**src/tmt_pkg.sv**
```systemverilog
// ----------------------------------------------------------------------------
// tmt_pkg: shared types and constants for the text-mode terminal
// Screen geometry, derived widths, cell codes and the command/result beats.
// ----------------------------------------------------------------------------
package tmt_pkg;

	// Screen geometry
	localparam int COLUMNS    = 80;
	localparam int ROWS       = 25;
	localparam int CELL_COUNT = COLUMNS * ROWS;

	// Derived widths
	localparam int COL_W  = (COLUMNS > 1) ? $clog2(COLUMNS) : 1;
	localparam int ROW_W  = (ROWS > 1) ? $clog2(ROWS) : 1;
	localparam int ADDR_W = $clog2(CELL_COUNT);

	// Fixed field widths
	localparam int CHAR_W   = 8;
	localparam int COLOR_W  = 8;
	localparam int CELL_W   = COLOR_W + CHAR_W;
	localparam int RADDR_W  = 11;
	localparam int OFFSET_W = 11;
	localparam int CMP_W    = ((ADDR_W > RADDR_W) ? ADDR_W : RADDR_W) + 1;

	// Codes
	localparam logic              OP_WRITE     = 1'b0;
	localparam logic              OP_READ      = 1'b1;
	localparam logic [CHAR_W-1:0] NEWLINE_CHAR = 8'h0A;
	localparam logic [CELL_W-1:0] BLANK_CELL   = 16'h0720;
	localparam logic [COLOR_W-1:0] RESET_COLOR = 8'h07;

	// Input beat
	typedef struct packed {
		logic               opcode;
		logic [CHAR_W-1:0]  character;
		logic [RADDR_W-1:0] read_address;
		logic               end_of_write;
	} cmd_t;

	// Result beat
	typedef struct packed {
		logic [OFFSET_W-1:0] cursor_offset;
		logic [CELL_W-1:0]   read_value;
		logic                scrolled;
		logic                last;
	} result_t;

	// Cursor move request
	typedef struct packed {
		logic put;
		logic newline;
	} cur_step_t;

	// Cursor status
	typedef struct packed {
		logic [ADDR_W-1:0] offset;
		logic              at_bottom;
	} cur_stat_t;

endpackage

```
**src/tmt_cursor.sv**
```systemverilog
// ----------------------------------------------------------------------------
// tmt_cursor: cursor row/column tracking
// Advances on a put, moves down (or holds on the bottom row) on a newline,
// and gives the linear cell offset of the cursor.
// ----------------------------------------------------------------------------
module tmt_cursor (
	input  logic                clk,
	input  logic                arst_n,
	input  tmt_pkg::cur_step_t  step,
	output tmt_pkg::cur_stat_t  stat
);

	logic [tmt_pkg::ROW_W-1:0] row_q;
	logic [tmt_pkg::COL_W-1:0] col_q;
	logic                      last_col;
	logic                      last_row;

	assign last_col = (col_q == tmt_pkg::COL_W'(tmt_pkg::COLUMNS - 1));
	assign last_row = (row_q == tmt_pkg::ROW_W'(tmt_pkg::ROWS - 1));

	// Linear offset: row * COLUMNS + column
	assign stat.offset = tmt_pkg::ADDR_W'(tmt_pkg::ADDR_W'(row_q)
		* tmt_pkg::ADDR_W'(tmt_pkg::COLUMNS)) + tmt_pkg::ADDR_W'(col_q);
	assign stat.at_bottom = last_row;

	// Cursor update
	always_ff @(posedge clk or negedge arst_n) begin
		if (!arst_n) begin
			row_q <= '0;
			col_q <= '0;
		end else if (step.newline) begin
			col_q <= '0;
			if (!last_row) begin
				row_q <= row_q + 1'b1;
			end
		end else if (step.put) begin
			if (last_col) begin
				col_q <= '0;
				// past the bottom the row wraps to the top, no scroll
				row_q <= last_row ? '0 : row_q + 1'b1;
			end else begin
				col_q <= col_q + 1'b1;
			end
		end
	end

endmodule

```
**config.mk**
```make
export PLATFORM = sky130hd
export DESIGN_NAME = tmt_cursor
export DESIGN_NICKNAME = d
export VERILOG_FILES = /design/src/tmt_pkg.sv /design/src/tmt_cursor.sv
export SDC_FILE = /design/constraint.sdc
export NUM_CORES = 1
export LEC_CHECK = 0
export ABC_AREA = 1
export BUFFER_PORTS_ARGS = -buffer_cell sky130_fd_sc_hd__buf_2
export CORE_MARGIN = 1
export CORE_UTILIZATION = 55
export DETAILED_ROUTE_END_ITERATION = 8
export GPL_TIMING_DRIVEN = 0
export PLACE_DENSITY = 0.83
export SYNTH_ARGS = -nofsm -noshare
export SYNTH_HDL_FRONTEND = slang
export SYNTH_SLANG_ARGS = --single-unit
```
**constraint.sdc**
```tcl
create_clock -name clk -period 2.22 [get_ports clk]
set_clock_uncertainty 0.1 [all_clocks]
set_input_delay 0.111 -clock clk [delete_from_list [all_inputs] [get_ports clk]]
set_output_delay 0.111 -clock clk [all_outputs]
set_load 0.01 [all_outputs]
```
Word level (Yosys, flattened, before mapping)
Index checks and enable logic that the tools add are counted. Widths: inputs -> output; s select.

Logic and storage cells: 20. Flip-flop bits (word level): 12. Input port bits: 4. Output and inout port bits: 12.

Equal/unequal tests: 3. Mux-type cells: 8. Reductions and logical operators: 3. Multiply operators: 1. Add/sub/neg operators: 3.

Operators by type and width (number): $mux 5 (5); $mux 7 (3); $add 11x7->11 (1); $add 7x1->7 const B (1); $eq 7x7->1 const B (1); $mul 5x3->7 const B (1); $add 5x1->5 const B (1); $eq 5x5->1 const B (1); $reduce_bool 2->1 (2); $reduce_and 3->1 (1); $ne 2x2->1 const B (1).

Depth between registers and ports, before layout
Word-level depth: 5. Gate-level depth with buffers: 10. Depth with buffers taken out: 10.

Worst setup path before layout
OpenSTA, ideal clock, no wires.

Path type: flip-flop to output port. Start: reg row_q[1] (netlist bit). End: out stat[10] (netlist bit). Cell stages (with the launch flop): 7. Arrival time: 1.922 ns. Required time: 2.009 ns. Slack: 0.087 ns. Buffers on the path: 0. Path through: dfrtp_1 > ha_1 > ha_1 > fa_1 > or2_2 > nand2_1 > xor2_1.

RTL lines: from (decl) (RTL line tmt_cursor.sv:13) `logic [tmt_pkg::ROW_W-1:0] row_q;`; from (signal assigned) (RTL line tmt_cursor.sv:34) `row_q <= row_q + 1'b1;`; from (signal assigned) (RTL line tmt_cursor.sv:40) `row_q <= last_row ? '0 : row_q + 1'b1;`; to (decl) (RTL line tmt_cursor.sv:10) `output tmt_pkg::cur_stat_t stat`.

==> impl_metrics.ini <==
[outcome]
outcome = finished, violations left
violations = setup timing

[sta]
fin_setup_tns_ns = -0.491
tightest_slew_ns = 0.289
finalCritPeriodShare = 1.11
drv_slew = 0
final-hold-violation-count = 0
finalHoldWorstSlack_ns = 0.0214
rsz0062_at_grt = true
max_freq_mhz = 405
finalSetupViolations = 3
min_period_ns = 2.47
maxSlewHeadroom = 0.807
worst_slack_ns = -0.251

[synth]
netlist_instances = 150
ys_types = 23
synth_ff_type = dfrtp_1
syn_nets = 168
synth_edf_count = 0
avgSynthCellArea_um2 = 7.41
async_flop_share = 1.00
synth_top_area_frac = 0.270
ys_ff_latch = 12
synth_most_common_cell = nand2_1
synth_common_cells = 38 x nand2_1, 22 x nand3_1, 14 x inv_1, 14 x nor2_1
synth_top_area_cell = dfrtp_1
seq_area_frac_synth = 0.270
ys_warn_count = 0
netlist_area_um2 = 1110
synth.area.top_cells = dfrtp_1 27%, ha_1 14%, nand2_1 13%

[die]
core_um2 = 1800
num_rows = 15
io_pins = 16
dieWidth_um = 46.9
dieHeight_um = 46.9
initial_core_util = 0.617
die-area_um2 = 2200

[hold_path]
min_path_type = primary input to flop

[critical_path]
critPathKind = flop to output pin
start_kind = flop
worstPathRequired_ns = 2.01
critPathMaxFanout = 2
worst_ep_arrival_time_ns = 2.26
setup.worst_path.end_class = output pin

[drt]
wl_per_cell_um = 13.1
route.detailed.drc = 0
wl_mm = 2.61
first_iter_violations = 32
vias = 1101
via_per_inst = 5.53
first_pass_iters = 6
ant_nets = 0

[clock_network]
clk_path_buf_depth = 2
clk_latency_ns = 0.27
cts.reportedPaths.clkPinSlew_ns = 0.08
numCtsBuffers = 3
cts_tree = done
cts-root-buf = clkbuf_4
cts.sinks = 12
htree_levels = 1

[power]
p_leak_nw = 0.715
vdd_ir_drop_max_uv = 774
finalPower_w = 0.00150
cellPowerDensity_nw_per_um2 = 1110

[placement]
hpwl_mm = 1.81
io_buffers = 14
dpl_cell_area_um2 = 1210
place.gp.congestion = 0.858

[final_layout]
areaGrowthSynthToFinish_pct = 21.7
drive_above_1_share = 0.299
diodes = 0
fin_area_um2 = 1350
nNetsFinal = 194

[global_route]
grt_pass1_wl_mm = 4.04
grt_pass1_vias = 981
antenna_found_initial = 0
grtUsageTotal = 0.260
grt_max_degree = 13
grt_overflow = 0

[flow_run]
maxCapViolCount = 0
==> power breakdown <==
group | switching, W | internal (W) | total (W)
combinational | 0.000540 | 0.000496 | 0.00104
sequential | 0.0000645 | 0.000267 | 0.000331
clock | 0.0000722 | 0.0000627 | 0.000135
total | 0.000676 | 0.000825 | 0.00150
==> critical path, cell delays in order, from the launching register on <==
cell	delay (ns)
dfrtp_2	0.45
ha_4	0.26
ha_4	0.16
fa_2	0.54
nand2_2	0.05
inv_2	0.05
nand3_2	0.07
nor2_1	0.13
nand3_1	0.10
nand2_1	0.07
buf_2	0.12
==> logic make-up (layout without fill, tap and decap cells) <==
| kind of cell | count (synthesis) | in the layout | share of synthesized area |
|---|---|---|---|
| AND/OR/NAND/NOR | 84 | 84 | 0.348 |
| buffers and inverters | 23 | 47 | 0.0969 |
| adder cells (fa/ha/maj) | 14 | 14 | 0.171 |
| flip-flops | 12 | 12 | 0.270 |
| AO/OA/AOI/OAI | 10 | 10 | 0.0586 |
| XOR/XNOR | 7 | 7 | 0.0552 |
==> per-layer routing <==
metal / routed length [um] / track usage / vias up
met5: 0 / 0 / -
met4: 34 / 0.0629 / 0
met3: 101 / 0.0500 / 8
met2: 1360 / 0.475 / 37
met1: 1110 / 0.313 / 517
li1: - / - / 539
==> per-stage QoR <==
| step | setup WS, ns | instances | util |
|---|---|---|---|
| detailed placement | -0.183 | 189 | 0.673 |
| finish | -0.251 | 199 | 0.751 |
| global placement | -0.102 | 189 | 0.673 |
| global route | -0.308 | 199 | 0.751 |
| CTS | -0.178 | 198 | 0.736 |
| floorplan | 0.0869 | 150 | - |
==> final cells by class <==
type | instances | area [um^2]
plain buffers | 7 | 47.5
clock buffers | 3 | 22.5
fillers | 132 | 449
inverters | 16 | 60.1
multi-input cells | 115 | 757
flip-flops and latches | 12 | 305
well taps | 25 | 31.3
repair buffers | 21 | 129
==> flip-flops by register name, summed over array words and instances, names as in the netlist <==
| register | flops |
|---|---|
| row_q | 5 |
| col_q | 7 |
==> what timing repair did <==
action                                  in CTS  in global routing
pin swaps                                    8                  3
hold buffers                                 1                  0
setup buffers                                5                  1
hold endpoints to repair                    12                  0
endpoints found under the setup margin       3                  3
gates resized for setup                     13                  3
==> cells in the final DEF (no fill, tap or decap), types with 2 or more instances in the layout <==
| cell | count |
|---|---|
| clkbuf_4 | 3 |
| buf_2 | 16 |
| ha_4 | 3 |
| buf_4 | 10 |
| inv_2 | 3 |
| nand3_1 | 21 |
| dfrtp_1 | 8 |
| nand4_1 | 3 |
| fa_2 | 2 |
| dfrtp_2 | 4 |
| xnor2_1 | 3 |
| inv_1 | 13 |
| o21ai_0 | 2 |
| nand2_1 | 37 |
| ha_1 | 9 |
| nand3_2 | 2 |
| nor2_1 | 14 |
| nor2_4 | 2 |
| a21oi_1 | 4 |
| xor2_1 | 4 |
==> path summary, 6_finish.rpt <==
check                                startpoint              endpoint  slack, ns  cells past startpoint
max                        row_q[1]$_DFFE_PN0P_              stat[11]      -0.25                     10
min                                     step[0]  col_q[2]$_DFFE_PN0P_       0.02                      2
max reg2reg                row_q[1]$_DFFE_PN0P_  row_q[4]$_DFFE_PN0P_       0.57                     11
min reg2reg                col_q[1]$_DFFE_PN0P_  col_q[1]$_DFFE_PN0P_       0.44                      2
max in group asynchronous                arst_n  row_q[4]$_DFFE_PN0P_       1.64                      2
min in group asynchronous                arst_n  col_q[1]$_DFFE_PN0P_       0.14                      2
Power figures use the tool's default switching activity.
